### config.mk
export PLATFORM = sky130hd
export DESIGN_NAME = dcad_alu
export DESIGN_NICKNAME = d
export VERILOG_FILES = /design/src/hdl/dcad_pkg.sv /design/src/hdl/dcad_alu.sv
export SDC_FILE = /design/constraint.sdc
export NUM_CORES = 1
export LEC_CHECK = 0
export BUFFER_PORTS_ARGS = -buffer_cell sky130_fd_sc_hd__buf_2
export CORE_MARGIN = 2
export CORE_UTILIZATION = 45
export DETAILED_ROUTE_END_ITERATION = 10
export PLACE_DENSITY = 0.69
export SLEW_MARGIN = 40
export SYNTH_ARGS = -nofsm -noshare
export SYNTH_HDL_FRONTEND = slang
export SYNTH_SLANG_ARGS = --single-unit
export TNS_END_PERCENT = 30
### constraint.sdc
create_clock -name vclk -period 8.2
set_input_delay 1.64 -clock vclk [all_inputs]
set_output_delay 1.64 -clock vclk [all_outputs]
set_load 0.02 [all_outputs]
### src/hdl/dcad_pkg.sv
// Shared constants and shared-unit types for the delta copy/add decoder.
package dcad_pkg;

    localparam int OLD_DEPTH = 4096;
    localparam int ADDR_W    = $clog2(OLD_DEPTH);
    localparam int SIZE_W    = $clog2(OLD_DEPTH + 1);
    localparam int LEN_W     = 16;
    localparam int OFF_W     = 13;
    localparam int ALU_W     = LEN_W + 1;
    localparam int MAX_COPY  = 63;
    localparam int CNT_W     = $clog2(MAX_COPY + 1);

    typedef enum logic {
        ALU_ADD,
        ALU_MAC10
    } alu_op_t;

    typedef struct packed {
        alu_op_t          op;
        logic [LEN_W-1:0] a;
        logic [LEN_W-1:0] b;
        logic [LEN_W-1:0] limit;
    } alu_req_t;

endpackage

### src/hdl/dcad_alu.sv
// Shared arithmetic unit: plain add, or decimal accumulate a*10+b saturating at a limit.
module dcad_alu
    import dcad_pkg::*;
(
    input  alu_req_t          req,
    output logic [ALU_W-1:0]  y
);

    logic [LEN_W+3:0] mac;

    always_comb begin
        mac = {req.a, 3'b000} + {2'b00, req.a, 1'b0} + {4'b0000, req.b};
        case (req.op)
            ALU_MAC10: begin
                if (mac > {4'b0000, req.limit}) begin
                    y = {1'b0, req.limit};
                end else begin
                    y = mac[ALU_W-1:0];
                end
            end
            default: begin
                y = {1'b0, req.a} + {1'b0, req.b};
            end
        endcase
    end

endmodule

==> flow_summary.json, run 1 <==
{
  "place_ws_ns": -0.07283,
  "crit_path_start_kind": "primary input",
  "p_per_area_nw_per_um2": 154.3,
  "grt_max_degree": 33,
  "vias": 2841,
  "wire_per_inst_um": 16.11,
  "grt-ovfl-total": 0,
  "syn-num-nets": 456,
  "syn_area_um2": 2611,
  "dpl_cell_area_um2": 3044,
  "dp_hpwl_mm": 6.591,
  "port_buffers": 66,
  "drc": 0,
  "regArea_um2": 0,
  "worstPathRequired_ns": 6.56,
  "holdWs_ns": 3.679,
  "place_inst": 478,
  "layout.cells.non_filler": 482,
  "yosysWarnings": 0,
  "path_class": "primary input to output pin",
  "yosysMostFrequentCell": "ha_1",
  "track_usage": 0.2401,
  "final.period_utilization": 0.9852,
  "worstHoldStart": "req[1]",
  "ant_nets": 0,
  "coreArea_um2": 5540,
  "antenna_cells": 0,
  "worstSetupStartpoint": "req[32]",
  "drive_gt1_frac": 0.2561,
  "rsz0062_at_grt": "no",
  "globalplace.congestion": 0.9310,
  "hold_viol_final": 0,
  "stdcell_area_um2": 3176,
  "finalNetCount": 527,
  "yosys.area.top_type": "ha_1",
  "ys_top_cells_by_area": "ha_1, fa_1, inv_1, a21oi_1, xnor2_1",
  "vdd_ir_drop_max_v": 0.00006592,
  "ios": 66,
  "finalSetupViolCount": 0,
  "die_h_um": 80.18,
  "cp.arrival_ns": 6.44,
  "crit_path_end_kind": "output pin",
  "ys_seq_area_frac": 0,
  "grt_pass1_vias": 2690,
  "status": "finished clean",
  "worst_pin_slew_ns": 0.6901,
  "viasPerCell": 5.894,
  "drt-initial-drc-count": 83,
  "synth_common_cells": "ha_1, inv_1, nor2_1",
  "critPathMaxFanout": 7,
  "ys_types": 55,
  "clock_buffers": 0,
  "path_cells": "buf_2, fa_1, ha_4, a211oi_4, o21ai_2, and2_1, o211a_1, or4b_2, o311ai_2, ha_1, a21oi_2, o21ai_1, a2111oi_1, a31oi_1, a2111oi_4, o221ai_2, buf_4, o21ai_0, a31oi_1, buf_2",
  "design.seq.count": 0,
  "hold_buffers": 0,
  "first_pass_iters": 4,
  "slowest_stage": "or4b_2",
  "die_area_um2": 6428,
  "max_freq_mhz": 123.8,
  "grt_pass1_wl_mm": 12.53,
  "critPathBufInv": 3,
  "synth_top_area_share": 0.2444,
  "wirelength_mm": 7.764,
  "fin_crit_ns": 8.078,
  "area_growth_pct": 21.61,
  "synthCells": 341,
  "hp-class": "primary input to output pin",
  "die_x_um": 80.18,
  "layout_setup_ws_ns": 0.1216,
  "avgSynthCellArea_um2": 7.658,
  "slew_viol_final": 0,
  "antenna_found_initial": 0,
  "cap_violations": 0,
  "max_stage_delay_ns": 0.62,
  "leakage_nw": 1.509,
  "slew_headroom": 0.5378,
  "rows": 27,
  "start_util": 0.4713,
  "path_delay_family": "compound AO/OA/AOI/OAI gates"
}
## metrics by stage
step                 power, W    util  TNS, ns
floorplan           0.0003251       -        0
global placement    0.0004369  0.5495        0
detailed placement  0.0004407  0.5495  -0.4391
CTS                 0.0004686  0.5601        0
global route        0.0005400  0.5732        0
finish              0.0004900  0.5732        0
## routing by layer
metal / share of wire / track usage
met1: 0.45 / 0.3166
met2: 0.50 / 0.4525
met3: 0.040 / 0.003371
met4: 0.0072 / 0.01864
met5: 0 / 0
## layout by cell type, fill, tap and decap left out, types with 3 or more instances in the layout
master	synthesis	final
nor2_1	25	25
a31oi_1	9	9
and3_1	3	3
a21o_1	6	6
a21oi_1	23	22
or2_2	3	3
o22ai_1	3	3
nand2_1	20	20
nor2b_1	5	5
o21a_1	4	4
nand4_1	11	11
o21ai_1	0	4
ha_1	51	48
buf_4	0	13
o21ai_0	20	14
xor2_1	6	6
fa_1	15	15
inv_1	34	34
o311ai_1	4	6
a211oi_1	5	4
o211ai_1	5	5
nand3_1	16	16
buf_2	2	64
or3_1	4	4
xnor2_1	12	12
nor3_1	6	5
## where the power goes
| group | total (W) | switching (W) | leakage [nW] | internal [W] |
|---|---|---|---|---|
| sequential | 0 | 0 | 0 | 0 |
| clock | 0 | 0 | 0 | 0 |
| combinational | 0.000490 | 0.000278 | 1.51 | 0.000212 |
## area by class of cell
type               count  area [µm²]
well taps             72       90.09
inverters             34       127.6
multi-input cells    297        2500
repair buffers        79       457.9
fillers              528        2365
## kinds of logic after synthesis
kind of cell | Yosys count | synth area share
buffers and inverters | 44 | 0.06995
AND/OR/NAND/NOR | 104 | 0.2003
XOR/XNOR | 18 | 0.06037
AO/OA/AOI/OAI | 108 | 0.3062
multiplexers | 1 | 0.003833
adder cells (fa/ha/maj) | 66 | 0.3594
## worst paths after layout
kind                  slack (ns)  depth (start not counted)    to
worst max-delay path        0.12                         20  y[2]
worst min-delay path        3.68                          4  y[1]
## repair_timing
item                       in CTS  in global routing
setup endpoints to repair      16                 16
pin swaps                       3                 10
resized for setup               3                 20
setup buffers                   3                  1
No activity file was read; power rests on OpenSTA's default activity.
==> run 2: changes to the inputs <==
GPL_TIMING_DRIVEN = 0   (was default)
==> run 2 against run 1 <==
Flip-flop and latch count is the same. Final cell count shrank 0.21%. Utilization shrank 0.54 points. Cell area shrank 0.95%. Critical endpoint is now y[9]. Worst hold slack lost 0.0080 ns. Non-clock buffer count shrank 1. Via count shrank 1.3%. Fmax grew 0.88%. Die area is the same. Clock-buffer cell count is the same.
==> flow_summary.json, run 2 (synthesis results as in run 1) <==
{
  "coreArea_um2": 5540,
  "crit_path_end_kind": "output pin",
  "globalplace.congestion": 0.9133,
  "port_buffers": 66,
  "max_freq_mhz": 124.9,
  "die_x_um": 80.18,
  "sw_frac_of_total": 0.5815,
  "hold_buffers": 0,
  "grt-ovfl-total": 0,
  "switchingPower_w": 0.0002777,
  "crit_path_start_kind": "primary input",
  "ant_nets": 0,
  "final_cell_mix": "buf_2, ha_1, inv_1, nor2_1, a21oi_1",
  "hp-class": "primary input to output pin",
  "rows": 27,
  "layout_commonest_cell": "buf_2",
  "internal_power_w": 0.0001998,
  "critPathMaxFanout": 10,
  "area_growth_pct": 20.46,
  "dp_hpwl_mm": 6.493,
  "grt_max_degree": 11,
  "grt_pass1_vias": 2647,
  "cap_violations": 0,
  "clock_buffers": 0,
  "path_class": "primary input to output pin",
  "dpl_cell_area_um2": 3032,
  "fillCellCount": 572,
  "antenna_found_initial": 0,
  "finalNetCount": 526,
  "wirelength_mm": 7.600,
  "p_per_area_nw_per_um2": 151.8,
  "start_util": 0.4713,
  "pwr-share-comb": 1.000,
  "ios": 66,
  "slew_viol_final": 0,
  "drive_gt1_frac": 0.2396,
  "regArea_um2": 0,
  "wire_per_inst_um": 15.80,
  "die_h_um": 80.18,
  "grt_pass1_wl_mm": 12.39,
  "die_area_um2": 6428,
  "final.setup.tns_ns": 0,
  "stdcell_area_um2": 3146,
  "slew_headroom": 0.6248,
  "vdd_ir_drop_max_v": 0.00006899,
  "hold_viol_final": 0,
  "cp.arrival_ns": 6.37,
  "viasPerCell": 5.832,
  "design.seq.count": 0,
  "worstPathRequired_ns": 6.56,
  "vias": 2805,
  "antenna_cells": 0,
  "first_pass_iters": 4,
  "status": "finished clean",
  "fin_crit_ns": 8.008,
  "final.period_utilization": 0.9766,
  "multi_input_area_um2": 2516,
  "track_usage": 0.2376,
  "drt-initial-drc-count": 147,
  "seq_power_share": 0,
  "clock_power_share": 0,
  "leakage_nw": 1.488,
  "finalSetupViolCount": 0,
  "drc": 0,
  "worst_pin_slew_ns": 0.5616
}
[run 2: cell types whose count changed in the layout (fill, tap and decap cells not counted), moves of 3 or more]
cell,previous run,this run
buf_4,13,5
clkbuf_1,0,5
o21ai_1,4,1
o21ai_0,14,17
[run 2: metrics by stage]
| step | hold WS (ns) | power, W | setup slack (ns) | cells | utilization |
|---|---|---|---|---|---|
| 2_1_floorplan | 3.511 | 0.0003251 | 0.4306 | 341 | - |
| 3_3_place_gp | 3.668 | 0.0004337 | -0.2742 | 479 | 0.5472 |
| 3_5_place_dp | 3.675 | 0.0004376 | -0.2611 | 479 | 0.5472 |
| 4_1_cts | 3.674 | 0.0004482 | 0.002473 | 480 | 0.5508 |
| 5_1_grt | 3.708 | 0.0005314 | -0.02532 | 481 | 0.5678 |
| 6_report | 3.671 | 0.0004775 | 0.1918 | 481 | 0.5678 |
[run 2: power by group through the flow]
| stage | registers, W | logic (W) | clock network, W |
|---|---|---|---|
| floorplan | 0 | 0.000325 | 0 |
| global placement | 0 | 0.000434 | 0 |
| finish | 0 | 0.000478 | 0 |
| CTS | 0 | 0.000448 | 0 |
| global route | 0 | 0.000531 | 0 |
| detailed placement | 0 | 0.000438 | 0 |
[run 2: worst paths after layout]
kind | startpoint | end | cells after the start
hold / removal | req[1] | y[1] | 4
setup / recovery | req[32] | y[9] | 20
[run 2: routing by layer]
metal,track usage,part of all wire
met1,0.3241,0.47
met2,0.4242,0.48
met3,0.01011,0.046
met4,0.02881,0.0058
met5,0,0
[run 2: critical path: stages]
cell	delay [ns]
buf_2	0.13
fa_1	0.60
ha_4	0.23
a211oi_4	0.26
o21ai_2	0.11
and2_4	0.16
o211a_1	0.23
or4b_4	0.50
o311ai_4	0.12
ha_4	0.26
a21oi_2	0.16
o21ai_0	0.10
a2111oi_1	0.37
a31oi_1	0.20
a2111oi_4	0.36
o221a_4	0.29
buf_8	0.14
nand3_1	0.07
a31oi_1	0.24
buf_4	0.19
[run 2: area by class of cell]
cell class	instances	share of cell area
inverter	34	0.04057
timing repair buffer	68	0.1122
tap	72	0.02864
buffer	10	0.01870
multi-input combinational	297	0.7999
[run 2: timing repair]
item	CTS	global route
cloned	0	0
buffers inserted	1	1
pin swaps	2	11
endpoints found under the setup margin	16	16
gates resized for setup	6	17
==> run 3: changes to the inputs <==
CORE_MARGIN = default   (was 2)
==> run 3 against run 2 <==
Combinational power is 1% lower. Sequential share of layout area is the same. Critical path depth unchanged. Power down 1.1%. Critical path type unchanged. Global-route usage rose by 0.98 points. Non-clock buffer count up 1. Via count rose by 1.9%. Setup slack better by 0.031 ns. Utilization fell by 0.36 points. First-iteration DRC count is 45% lower. Cell area fell by 0.64%. Clock-buffer cell count unchanged.
==> flow_summary.json, run 3 (synthesis results as in run 1) <==
{
  "hold_path_end": "y[15]",
  "holdWs_ns": 3.671,
  "sw_frac_of_total": 0.5863,
  "dp_hpwl_mm": 6.372,
  "path_class": "primary input to output pin",
  "drive_gt1_frac": 0.2341,
  "critPathMaxFanout": 5,
  "layout.cells.non_filler": 482,
  "vias": 2858,
  "hp-class": "primary input to output pin",
  "min_path_cells": 4,
  "drt-initial-drc-count": 81,
  "clock_power_share": 0,
  "worstPathRequired_ns": 6.56,
  "cp.arrival_ns": 6.34,
  "crit_path_end_kind": "output pin",
  "area_growth_pct": 19.69,
  "fin_crit_ns": 7.977,
  "status": "finished clean",
  "max_freq_mhz": 125.4,
  "regArea_um2": 0,
  "slew_headroom": 0.6071,
  "seq_power_share": 0,
  "finalNetCount": 527,
  "cap_violations": 0,
  "slew_viol_final": 0,
  "grt_pass1_wl_mm": 12.27,
  "hold_viol_final": 0,
  "start_util": 0.4713,
  "rsz0062_at_grt": "no",
  "p_per_area_nw_per_um2": 151.1,
  "first_pass_iters": 4,
  "multi_input_area_um2": 2496,
  "worst_pin_slew_ns": 0.5894,
  "clock_buffers": 0,
  "grt_pass1_vias": 2676,
  "finalSetupViolCount": 0,
  "grt_max_degree": 11,
  "fillCellCount": 569,
  "layout_commonest_cell": "buf_2",
  "die_area_um2": 6111,
  "wire_per_inst_um": 15.68,
  "rows": 27,
  "place_inst": 479,
  "die_x_um": 78.18,
  "leakage_nw": 1.487,
  "worstHoldStart": "req[15]",
  "track_usage": 0.2475,
  "layout_setup_ws_ns": 0.2229,
  "drc": 0,
  "antenna_found_initial": 0,
  "final.period_utilization": 0.9728,
  "vdd_ir_drop_max_v": 0.00007151,
  "antenna_cells": 0,
  "crit_path_start_kind": "primary input",
  "final_cell_mix": "buf_2, ha_1, inv_1, nor2_1, a21oi_1",
  "wirelength_mm": 7.559,
  "grt-ovfl-total": 0,
  "switchingPower_w": 0.0002769,
  "internal_power_w": 0.0001954,
  "pwr-share-comb": 1.000,
  "coreArea_um2": 5540,
  "ant_nets": 0,
  "die_h_um": 78.18,
  "viasPerCell": 5.929,
  "ios": 66,
  "place_ws_ns": -0.2588,
  "design.seq.count": 0,
  "port_buffers": 66,
  "globalplace.congestion": 0.8909
}
[run 3: power by group through the flow]
stage | logic, W | clock network (W) | registers, W
after global routing | 0.000520 | 0 | 0
after floorplan | 0.000325 | 0 | 0
after global placement | 0.000433 | 0 | 0
after CTS | 0.000467 | 0 | 0
final | 0.000472 | 0 | 0
after detailed placement | 0.000438 | 0 | 0
[run 3: worst max path at each step]
stage | from | to | cells past startpoint
4_1_cts | req[32] | y[12] | 20
6_report | req[32] | y[14] | 20
5_1_grt | req[32] | y[14] | 20
3_5_place_dp | req[19] | y[11] | 19
2_1_floorplan | req[19] | y[3] | 17
3_3_place_gp | req[19] | y[14] | 19
[run 3: area by class of cell]
| type | instances | share of cell area |
|---|---|---|
| Inverter | 34 | 0.04083 |
| Multi-Input combinational cell | 297 | 0.7986 |
| Tap cell | 72 | 0.02882 |
| Timing Repair Buffer | 69 | 0.1129 |
| Buffer | 10 | 0.01882 |
[run 3: repair_timing]
item	in CTS	in global routing
setup buffers	3	0
pin swaps	9	3
hold buffers	0	0
endpoints found under the setup margin	16	16
gates resized for setup	13	3
[run 3: routing by layer]
| metal | up-vias | GRT usage | share of wire |
|---|---|---|---|
| met4 | 0 | 0.03704 | 0.011 |
| met2 | 74 | 0.4579 | 0.50 |
| met3 | 8 | 0.006977 | 0.045 |
| met1 | 1352 | 0.3233 | 0.45 |
| li1 | 1424 | - | - |
| met5 | - | 0 | 0 |
[run 3: critical path: stages]
cell and delay (ns):
buf_2 0.13, fa_1 0.60, ha_4 0.23, a211oi_4 0.26, o21ai_2 0.12, and2_1 0.18
o211a_1 0.24, or4b_4 0.49, o311ai_4 0.11, ha_1 0.30, a21oi_2 0.16, o21ai_0 0.11
a2111oi_1 0.34, a31oi_1 0.21, a2111oi_4 0.28, o221a_4 0.29, buf_4 0.12, nand4_1 0.08
o311ai_0 0.18, buf_2 0.26
[run 3: stage by stage]
step	setup TNS, ns	cell area (µm²)	total power [W]	util
3_3_place_gp	-3.524	3032	0.0004331	0.5472
3_5_place_dp	-3.411	3032	0.0004381	0.5472
5_1_grt	0	3126	0.0005204	0.5641
2_1_floorplan	0	2611	0.0003251	-
4_1_cts	0	3118	0.0004667	0.5628
6_report	0	3126	0.0004723	0.5641
